[config.mk]
export PLATFORM = sky130hd
export DESIGN_NAME = relay_lock_board_link_unit
export DESIGN_NICKNAME = d
export VERILOG_FILES = /design/src/design/rlbl_pkg.sv /design/src/design/rlbl_ram.sv /design/src/design/rlbl_div.sv /design/src/design/relay_lock_board_link_unit.sv
export SDC_FILE = /design/constraint.sdc
export NUM_CORES = 2
export LEC_CHECK = 0
export ABC_AREA = 1
export BUFFER_PORTS_ARGS = -buffer_cell sky130_fd_sc_hd__buf_2
export CAP_MARGIN = 20
export CORE_AREA = 4 4 446 448
export CTS_BUF_LIST = sky130_fd_sc_hd__clkbuf_16
export DETAILED_ROUTE_END_ITERATION = 12
export DIE_AREA = 0 0 450 452
export GPL_TIMING_DRIVEN = 0
export HOLD_SLACK_MARGIN = 0.06
export PLACE_DENSITY = 0.65
export SYNTH_ARGS = -nofsm -noshare
export SYNTH_HDL_FRONTEND = slang
export SYNTH_SLANG_ARGS = --single-unit
[constraint.sdc]
create_clock -name clk -period 16.3 [get_ports clk]
set_input_delay 0.815 -clock clk [delete_from_list [all_inputs] [get_ports clk]]
set_output_delay 0.815 -clock clk [all_outputs]
set_load 0.01 [all_outputs]
[src/design/rlbl_pkg.sv]
// shared types, constants and defaults of the relay lock board link unit
`timescale 1ns / 1ps
package rlbl_pkg;

  // default sizes
  localparam int RELAYS_DEF       = 128;
  localparam int FRAME_LENGTH_DEF = 83;
  localparam int SIDES_DEF        = 2;

  // field widths
  localparam int FLOOR_W = 7;
  localparam int RELAY_W = 7;

  // board stride in bytes for a floor count of 64: 64 * 2 / 8 + 1
  localparam int FLOOR_MAX  = 64;
  localparam int STRIDE_MAX = FLOOR_MAX * 2 / 8 + 1;

  localparam logic [FLOOR_W-1:0] FLOOR_RESET = 7'd8;

  // frame bytes
  localparam logic [7:0] HDR_STATUS = 8'hF2;
  localparam logic [7:0] HDR_UNLOCK = 8'hFA;
  localparam logic [7:0] TRL_STATUS = 8'h2F;
  localparam logic [7:0] TRL_UNLOCK = 8'hAF;
  localparam logic [7:0] BYTE_ZERO  = 8'h00;
  localparam logic [7:0] BYTE_ONES  = 8'hFF;

  localparam logic [3:0] MISS_HOLD = 4'd9;
  localparam logic [3:0] MISS_LIMIT = 4'd2;

  // command codes
  localparam logic [1:0] CMD_RX     = 2'd0;
  localparam logic [1:0] CMD_POLL   = 2'd1;
  localparam logic [1:0] CMD_UNLOCK = 2'd2;
  localparam logic [1:0] CMD_QUERY  = 2'd3;

  // result kinds
  localparam logic KIND_TX    = 1'b0;
  localparam logic KIND_QUERY = 1'b1;

  typedef struct packed {
    logic [1:0]         command;
    logic               link_side;
    logic [7:0]         rx_byte;
    logic [RELAY_W-1:0] relay_index;
  } rlbl_in_t;

  typedef struct packed {
    logic       kind;
    logic       out_side;
    logic [7:0] tx_byte;
    logic       lock_closed;
    logic       sensor_empty;
    logic       last;
  } rlbl_out_t;

endpackage

[src/design/rlbl_ram.sv]
// generic simple dual port ram with registered read
`timescale 1ns / 1ps
module rlbl_ram #(
  parameter int WIDTH = 8,
  parameter int DEPTH = 256
) (
  input  logic                     clk,
  input  logic                     we,
  input  logic [$clog2(DEPTH)-1:0] waddr,
  input  logic [WIDTH-1:0]         wdata,
  input  logic [$clog2(DEPTH)-1:0] raddr,
  output logic [WIDTH-1:0]         rdata
);

  logic [WIDTH-1:0] mem [DEPTH];

  // write port and registered read port
  always_ff @(posedge clk) begin
    if (we) begin
      mem[waddr] <= wdata;
    end
    rdata <= mem[raddr];
  end

endmodule

[src/design/rlbl_div.sv]
// iterative divider by repeated subtraction, one subtract a cycle
`timescale 1ns / 1ps
module rlbl_div (
  input  logic                          clk,
  input  logic                          rst_n,
  input  logic                          start,
  input  logic [rlbl_pkg::RELAY_W-1:0]  dividend,
  input  logic [rlbl_pkg::FLOOR_W-1:0]  divisor,
  output logic                          done,
  output logic [rlbl_pkg::RELAY_W-1:0]  quot,
  output logic [rlbl_pkg::RELAY_W-1:0]  rem
);
  import rlbl_pkg::*;

  logic                busy_r;
  logic [RELAY_W-1:0]  rem_r;
  logic [RELAY_W-1:0]  quot_r;
  logic [FLOOR_W-1:0]  dvs_r;
  logic                fits;

  // remainder still holds another divisor
  assign fits = {1'b0, rem_r} >= {1'b0, dvs_r};
  assign done = busy_r && !fits;
  assign quot = quot_r;
  assign rem  = rem_r;

  // subtract loop
  always_ff @(posedge clk) begin
    if (!rst_n) begin
      busy_r <= 1'b0;
    end else if (start) begin
      busy_r <= 1'b1;
      rem_r  <= dividend;
      quot_r <= '0;
      dvs_r  <= divisor;
    end else if (busy_r) begin
      if (fits) begin
        rem_r  <= rem_r - dvs_r;
        quot_r <= quot_r + 1'b1;
      end else begin
        busy_r <= 1'b0;
      end
    end
  end

endmodule

[src/design/relay_lock_board_link_unit.sv]
// top level: relay lock board link sequencer, one item in flight at a time
// a received byte passes through the rx state; a poll emits 4 result beats;
// an unlock waits for the subtract divider, then emits 6 beats; a query reads
// the status ram, then emits 1 beat; a completed received frame adds a remap walk
// of a read state and a write state per relay before the next item is taken
// reset: synchronous; status reads all ones by cleared valid bits, no clearing pass
`timescale 1ns / 1ps
module relay_lock_board_link_unit #(
  parameter int RELAYS       = rlbl_pkg::RELAYS_DEF,
  parameter int FRAME_LENGTH = rlbl_pkg::FRAME_LENGTH_DEF,
  parameter int SIDES        = rlbl_pkg::SIDES_DEF
) (
  input  logic                            clk,
  input  logic                            rst_n,
  input  logic                            in_valid,
  output logic                            in_stall,
  input  rlbl_pkg::rlbl_in_t              in_data,
  output logic                            out_valid,
  input  logic                            out_stall,
  output rlbl_pkg::rlbl_out_t             out_data,
  input  logic                            cfg_valid,
  output logic                            cfg_ready,
  input  logic [rlbl_pkg::FLOOR_W-1:0]    cfg_data
);
  import rlbl_pkg::*;

  localparam int BODY_LEN = FRAME_LENGTH - 1;
  localparam int DATA_LEN = FRAME_LENGTH - 3;
  localparam int RI_W     = $clog2(RELAYS);
  localparam int IDX_W    = $clog2(RELAYS + 1);
  localparam int SA_W     = $clog2(SIDES * RELAYS);
  localparam int FA_W     = $clog2(SIDES * BODY_LEN);
  localparam int POS_W    = $clog2(FRAME_LENGTH);
  localparam int BASE_W   = $clog2(FRAME_LENGTH + STRIDE_MAX);

  typedef enum logic [3:0] {
    S_IDLE, S_RX, S_DIV, S_QRD, S_QWT, S_EMIT, S_WREQ, S_WWR
  } state_t;

  state_t                    state_r;
  logic [FLOOR_W-1:0]        floor_r;
  logic [1:0]                cmd_r;
  logic                      side_r;
  logic [7:0]                rx_r;
  logic [RELAY_W-1:0]        relay_r;
  logic [2:0]                step_r;
  logic [7:0]                board_r;
  logic [7:0]                slot_num_r;
  logic [1:0]                qbits_r;
  logic [SIDES-1:0][3:0]     miss_r;
  logic [SIDES-1:0][POS_W-1:0] pos_r;
  logic [SIDES-1:0][RELAYS-1:0] valid_r;
  logic [IDX_W-1:0]          wi_r;
  logic [FLOOR_W-1:0]        slot_r;
  logic [BASE_W-1:0]         base_r;
  logic                      in_range_r;
  logic                      out_valid_r;
  rlbl_out_t                 out_data_r;

  logic                      accept;
  logic [FLOOR_W-1:0]        fl_eff;
  logic [BASE_W-1:0]         stride;
  logic [BASE_W-1:0]         widx;
  logic                      walk_end;
  logic [POS_W-1:0]          pos_cur;
  logic [3:0]                miss_cur;
  logic                      emit_fire;
  logic [2:0]                count;
  logic [7:0]                emit_byte;
  logic [1:0]                wbits;

  logic                      div_start;
  logic                      div_done;
  logic [RELAY_W-1:0]        div_quot;
  logic [RELAY_W-1:0]        div_rem;

  logic                      st_we;
  logic [SA_W-1:0]           st_waddr;
  logic [SA_W-1:0]           st_raddr;
  logic [1:0]                st_rdata;
  logic                      fr_we;
  logic [FA_W-1:0]           fr_waddr;
  logic [FA_W-1:0]           fr_raddr;
  logic [7:0]                fr_rdata;

  // handshakes
  assign in_stall  = (state_r != S_IDLE);
  assign accept    = in_valid && !in_stall;
  assign cfg_ready = 1'b1;
  assign out_valid = out_valid_r;
  assign out_data  = out_data_r;

  // walk arithmetic
  assign fl_eff   = (floor_r == '0) ? FLOOR_W'(1) : floor_r;
  assign stride   = BASE_W'(fl_eff[FLOOR_W-1:2]) + BASE_W'(1);
  assign widx     = base_r + BASE_W'(slot_r[FLOOR_W-1:2]);
  assign walk_end = (wi_r == IDX_W'(RELAYS)) || (base_r >= BASE_W'(DATA_LEN));
  assign wbits    = in_range_r ? 2'(fr_rdata >> {slot_r[1:0], 1'b0}) : 2'b00;

  assign pos_cur  = pos_r[side_r];
  assign miss_cur = miss_r[in_data.link_side];

  // result sequencing
  assign emit_fire = (state_r == S_EMIT) && (!out_valid_r || !out_stall);
  always_comb begin
    case (cmd_r)
      CMD_POLL:   count = 3'd4;
      CMD_UNLOCK: count = 3'd6;
      default:    count = 3'd1;
    endcase
  end

  always_comb begin
    emit_byte = BYTE_ZERO;
    if (cmd_r == CMD_POLL) begin
      case (step_r)
        3'd0:    emit_byte = HDR_STATUS;
        3'd1:    emit_byte = BYTE_ZERO;
        3'd2:    emit_byte = BYTE_ONES;
        default: emit_byte = TRL_STATUS;
      endcase
    end else if (cmd_r == CMD_UNLOCK) begin
      case (step_r)
        3'd0:    emit_byte = HDR_UNLOCK;
        3'd1:    emit_byte = board_r;
        3'd2:    emit_byte = slot_num_r;
        3'd3:    emit_byte = ~board_r;
        3'd4:    emit_byte = ~slot_num_r;
        default: emit_byte = TRL_UNLOCK;
      endcase
    end
  end

  // ram ports
  assign st_we    = (state_r == S_WWR);
  assign st_waddr = SA_W'(int'(side_r) * RELAYS + int'(wi_r));
  assign st_raddr = SA_W'(int'(side_r) * RELAYS + int'(relay_r));
  assign fr_we    = (state_r == S_RX) && (pos_cur != '0);
  assign fr_waddr = FA_W'(int'(side_r) * BODY_LEN + int'(pos_cur) - 1);
  assign fr_raddr = FA_W'(int'(side_r) * BODY_LEN + int'(widx));

  assign div_start = accept && (in_data.command == CMD_UNLOCK) && (int'(in_data.link_side) < SIDES);

  rlbl_div u_div (
    .clk      (clk),
    .rst_n    (rst_n),
    .start    (div_start),
    .dividend (in_data.relay_index),
    .divisor  (fl_eff),
    .done     (div_done),
    .quot     (div_quot),
    .rem      (div_rem)
  );

  rlbl_ram #(.WIDTH(2), .DEPTH(SIDES * RELAYS)) u_status_ram (
    .clk   (clk),
    .we    (st_we),
    .waddr (st_waddr),
    .wdata (wbits),
    .raddr (st_raddr),
    .rdata (st_rdata)
  );

  rlbl_ram #(.WIDTH(8), .DEPTH(SIDES * BODY_LEN)) u_frame_ram (
    .clk   (clk),
    .we    (fr_we),
    .waddr (fr_waddr),
    .wdata (rx_r),
    .raddr (fr_raddr),
    .rdata (fr_rdata)
  );

  // sequencer, link state and output register
  always_ff @(posedge clk) begin
    if (!rst_n) begin
      state_r     <= S_IDLE;
      floor_r     <= FLOOR_RESET;
      miss_r      <= '0;
      pos_r       <= '0;
      valid_r     <= '0;
      out_valid_r <= 1'b0;
    end else begin
      if (cfg_valid && cfg_ready) begin
        floor_r <= cfg_data;
      end
      if (emit_fire) begin
        out_valid_r <= 1'b1;
      end else if (!out_stall) begin
        out_valid_r <= 1'b0;
      end

      case (state_r)
        S_IDLE: begin
          if (accept && int'(in_data.link_side) < SIDES) begin
            cmd_r   <= in_data.command;
            side_r  <= in_data.link_side;
            rx_r    <= in_data.rx_byte;
            relay_r <= in_data.relay_index;
            step_r  <= '0;
            case (in_data.command)
              CMD_RX:     state_r <= S_RX;
              CMD_POLL: begin
                if (miss_cur < MISS_HOLD) begin
                  if (miss_cur + 4'd1 == MISS_LIMIT) begin
                    miss_r[in_data.link_side]  <= MISS_HOLD;
                    valid_r[in_data.link_side] <= '0;
                  end else begin
                    miss_r[in_data.link_side] <= miss_cur + 4'd1;
                  end
                end
                state_r <= S_EMIT;
              end
              CMD_UNLOCK: state_r <= S_DIV;
              default:    state_r <= S_QRD;
            endcase
          end
        end
        // header hunt, body byte store, or start of the remap walk at frame end
        S_RX: begin
          if (pos_cur == '0) begin
            if (rx_r == HDR_STATUS) begin
              pos_r[side_r] <= POS_W'(1);
            end
            state_r <= S_IDLE;
          end else if (int'(pos_cur) + 1 > BODY_LEN) begin
            pos_r[side_r]  <= '0;
            miss_r[side_r] <= '0;
            wi_r           <= '0;
            slot_r         <= '0;
            base_r         <= '0;
            state_r        <= S_WREQ;
          end else begin
            pos_r[side_r] <= pos_cur + POS_W'(1);
            state_r       <= S_IDLE;
          end
        end
        S_DIV: begin
          if (div_done) begin
            board_r    <= 8'(div_quot) + 8'd1;
            slot_num_r <= 8'(div_rem) + 8'd1;
            state_r    <= S_EMIT;
          end
        end
        S_QRD: state_r <= S_QWT;
        S_QWT: begin
          if (int'(relay_r) < RELAYS && valid_r[side_r][RI_W'(relay_r)]) begin
            qbits_r <= st_rdata;
          end else begin
            qbits_r <= 2'b11;
          end
          state_r <= S_EMIT;
        end
        S_EMIT: begin
          if (emit_fire) begin
            out_data_r.kind         <= (cmd_r == CMD_QUERY) ? KIND_QUERY : KIND_TX;
            out_data_r.out_side     <= side_r;
            out_data_r.tx_byte      <= emit_byte;
            out_data_r.lock_closed  <= (cmd_r == CMD_QUERY) && qbits_r[0];
            out_data_r.sensor_empty <= (cmd_r == CMD_QUERY) && qbits_r[1];
            out_data_r.last         <= (step_r == count - 3'd1);
            step_r                  <= step_r + 3'd1;
            if (step_r == count - 3'd1) begin
              state_r <= S_IDLE;
            end
          end
        end
        // remap walk: read frame byte
        S_WREQ: begin
          if (walk_end) begin
            state_r <= S_IDLE;
          end else begin
            in_range_r <= (widx < BASE_W'(BODY_LEN));
            state_r    <= S_WWR;
          end
        end
        // remap walk: store bit pair and advance relay
        S_WWR: begin
          valid_r[side_r][wi_r[RI_W-1:0]] <= 1'b1;
          wi_r <= wi_r + IDX_W'(1);
          if (slot_r + FLOOR_W'(1) == fl_eff) begin
            slot_r <= '0;
            base_r <= base_r + stride;
          end else begin
            slot_r <= slot_r + FLOOR_W'(1);
          end
          state_r <= S_WREQ;
        end
        default: state_r <= S_IDLE;
      endcase
    end
  end

endmodule
==> results.json <==
{
  "worst_skew_pair.late_latency_ns": 0.90,
  "synthFlopType": "edfxtp_1",
  "die_x_um": 450,
  "start_util_pct": 49.9,
  "worst-r2r-setup-slack_ns": 9.39,
  "grt_pass1_vias": 74000,
  "netlist.area_leader.share_pct": 59.4,
  "multi_input_area_sq_mm": 0.0291,
  "slew_viol_final": 0,
  "peakVddDrop_mv": 0.124,
  "grt_pass1_wl_um": 506000,
  "gp_congestion": 1.01,
  "synthCells": 9801,
  "portBuffers": 44,
  "worst_ep_arrival_time_ns": 7.41,
  "ioPinCount": 46,
  "leakagePower_nw": 39.6,
  "path_class": "flop to flop",
  "num_vias": 78800,
  "setup_violations": 0,
  "cts_setup_buffers": 0,
  "tightest_slew_ns": 1.32,
  "drc_errors": 0,
  "fin_util_pct": 57.1,
  "synth_largest_area_cell": "edfxtp_1",
  "ys_seq_elements": 2220,
  "finalCritPeriodShare_pct": 42.4,
  "ant_nets": 0,
  "ctsHtreeMaxLevel": 4,
  "drt_pass1_iterations": 7,
  "holdBufCountCts": 0,
  "core_sq_mm": 0.195,
  "status": "finished clean",
  "gr-total-overflow": 0,
  "synth-simple-area-share_pct": 20.0,
  "design_area_sq_mm": 0.111,
  "gr-usage-all-layers_pct": 34.1,
  "core.rowCount": 162,
  "syn_area_per_cell_sq_um": 9.91,
  "cap_violations": 0,
  "skew_ns": 0.0432,
  "die_h_um": 452,
  "hp-class": "input pin to flop",
  "synth_fa_ha_area_share_pct": 0.752,
  "syn_nets": 9887,
  "period_needed_ns": 6.91,
  "wl_per_cell_um": 27.4,
  "slew_headroom_pct": 12.2,
  "antenna_found_initial": 8,
  "dpl-instance-area_sq_mm": 0.104,
  "synthTopCellsByArea": "edfxtp_1 59%, nand2_1 8.4%, dfxtp_1 6.2%, nor2_1 5.9%, o21ai_0 5.4%",
  "dpl.hpwl_um": 253000,
  "synth_compound_area_share_pct": 8.85,
  "synthTopCellsByCount": "2179 x nand2_1, 1920 x edfxtp_1, 1525 x nor2_1",
  "nFillCells": 16700,
  "grt_max_degree": 41,
  "final-seq-area_sq_mm": 0.0637,
  "final_layout_size_suffix_gt1_share_pct": 7.99,
  "dieArea_sq_mm": 0.203,
  "cts_resized": 0,
  "synth_top_family_by_area": "simple AND/OR/NAND/NOR gates",
  "synthMuxAreaShare_pct": 0,
  "critPathLaunchType": "flop",
  "fmax_mhz": 145,
  "yosys_warnings": 0,
  "viasPerCell": 6.03,
  "required_ns": 16.80,
  "power_density_mw_per_mm2": 136,
  "synth-xor-area-share_pct": 0.289,
  "cp_max_fo": 11,
  "end_kind": "flop",
  "yosysUniqueCellTypes": 44,
  "synth.most_common_cell": "nand2_1",
  "finalHoldViolations": 0,
  "final_nets": 10400,
  "clock_path_buffers": 3,
  "async_flop_share_pct": 0,
  "tritoncts": "built",
  "numCtsBuffers": 220,
  "synth.cell_area_sq_mm": 0.0971,
  "rsz0062_at_grt": "no",
  "cts.sinks": 2220,
  "synth-edff-count": 1920,
  "seq_area_frac_synth_pct": 65.6,
  "clockRootBuffer": "clkbuf_16",
  "cts.reportedPaths.clkPinSlew_ns": 0.06,
  "synthToLayoutAreaGrowth_pct": 14.4,
  "drt_iter0_markers": 11900,
  "finalWirelength_um": 358000
}
-- layer usage --
layer  part of all wire, %  wire length, um  up-vias  global-route usage (%)
met1                    37           131000    37700                    43.4
met4                   7.5            26900        4                    21.9
met2                    45           161000     5151                    53.5
met3                    11            39000     1207                    7.08
li1                      -                -    34700                       -
met5                0.0059               21        -                       0
-- power breakdown --
part           internal (mW)  leakage (nW)  switching, mW
clock network           2.76          3.61           2.28
registers               6.33          19.8         0.0470
logic                  0.915          16.2           2.82
total                   10.0          39.6           5.15
-- cells in the final DEF, fill, tap and decap left out, drive strengths merged, types with 4 or more instances in the layout --
| cell type | instances |
|---|---|
| clkinv | 109 |
| a21oi | 353 |
| o221ai | 74 |
| clkinvlp | 13 |
| diode | 13 |
| o21ai | 1063 |
| xnor2 | 8 |
| nand2 | 2195 |
| fa | 4 |
| edfxtp | 1920 |
| o22ai | 104 |
| o211ai | 10 |
| bufinv | 18 |
| clkbuf | 678 |
| a32o | 4 |
| nand4 | 25 |
| nor3 | 189 |
| inv | 476 |
| nor2 | 1530 |
| buf | 506 |
| xor2 | 24 |
| dfxtp | 300 |
| nand3 | 830 |
| nor4 | 5 |
| ha | 52 |
-- cells by family after synthesis --
kind of cell,Yosys count
AO/OA/AOI/OAI,1618
other,1
adder cells (fa/ha/maj),56
flip-flops,2220
AND/OR/NAND/NOR,4780
XOR/XNOR,32
buffers and inverters,1094
-- flip-flops by register name, indices dropped and copies added, names as in the netlist, 8 cells and up --
register / cells
u_frame_ram.mem: 1312
slot_num_r: 8
valid_r: 256
pos_r: 14
u_frame_ram.rdata: 8
out_data: 13
rx_r: 8
u_status_ram.mem: 512
wi_r: 8
board_r: 8
miss_r: 8
-- path summary, 6_finish.rpt --
path | from | to | cells past startpoint
worst max register to register | side_r | u_frame_ram.mem[40][2] | 15
worst min register to register | valid_r[155] | valid_r[155] | 2
worst max-delay path | side_r | u_frame_ram.mem[40][2] | 15
worst min-delay path | in_data[14] | rx_r[7] | 1
-- stage by stage --
stage | instances | hold slack (ns) | power [mW] | TNS, ns | setup WS, ns
3_5_place_dp | 12600 | 0.449 | 10.1 | 0 | 9.44
4_1_cts | 13000 | 0.0731 | 15.0 | 0 | 9.41
2_1_floorplan | 9801 | 0.436 | 8.40 | 0 | 7.09
5_1_grt | 13100 | 0.0971 | 15.6 | 0 | 9.26
6_report | 13100 | 0.122 | 15.2 | 0 | 9.39
3_3_place_gp | 12400 | 0.444 | 9.96 | -687.34 | -1.42
-- critical path: stages (launching register included) --
cell and delay, ns:
edfxtp_1 0.61, buf_4 0.29, inv_4 0.10, clkbuf_1 0.52, buf_2 0.42, buf_2 0.53
ha_1 0.24, inv_1 0.06, nand2_1 0.09, clkinv_1 0.24, fa_1 0.54, xnor2_1 0.41
inv_1 0.12, nor3_1 0.55, nand2_2 0.68, nor3_1 1.07
-- final cells by class --
class | count | area share (%)
Multi-Input combinational cell | 6487 | 26.2
Clock inverter | 187 | 1.36
Clock buffer | 222 | 5.00
Timing Repair Buffer | 297 | 3.28
Inverter | 429 | 1.45
Sequential cell | 2220 | 57.3
Antenna cell | 13 | 0.0293
Buffer | 665 | 2.57
Tap cell | 2542 | 2.86
No activity file was read; power rests on OpenSTA's default activity.
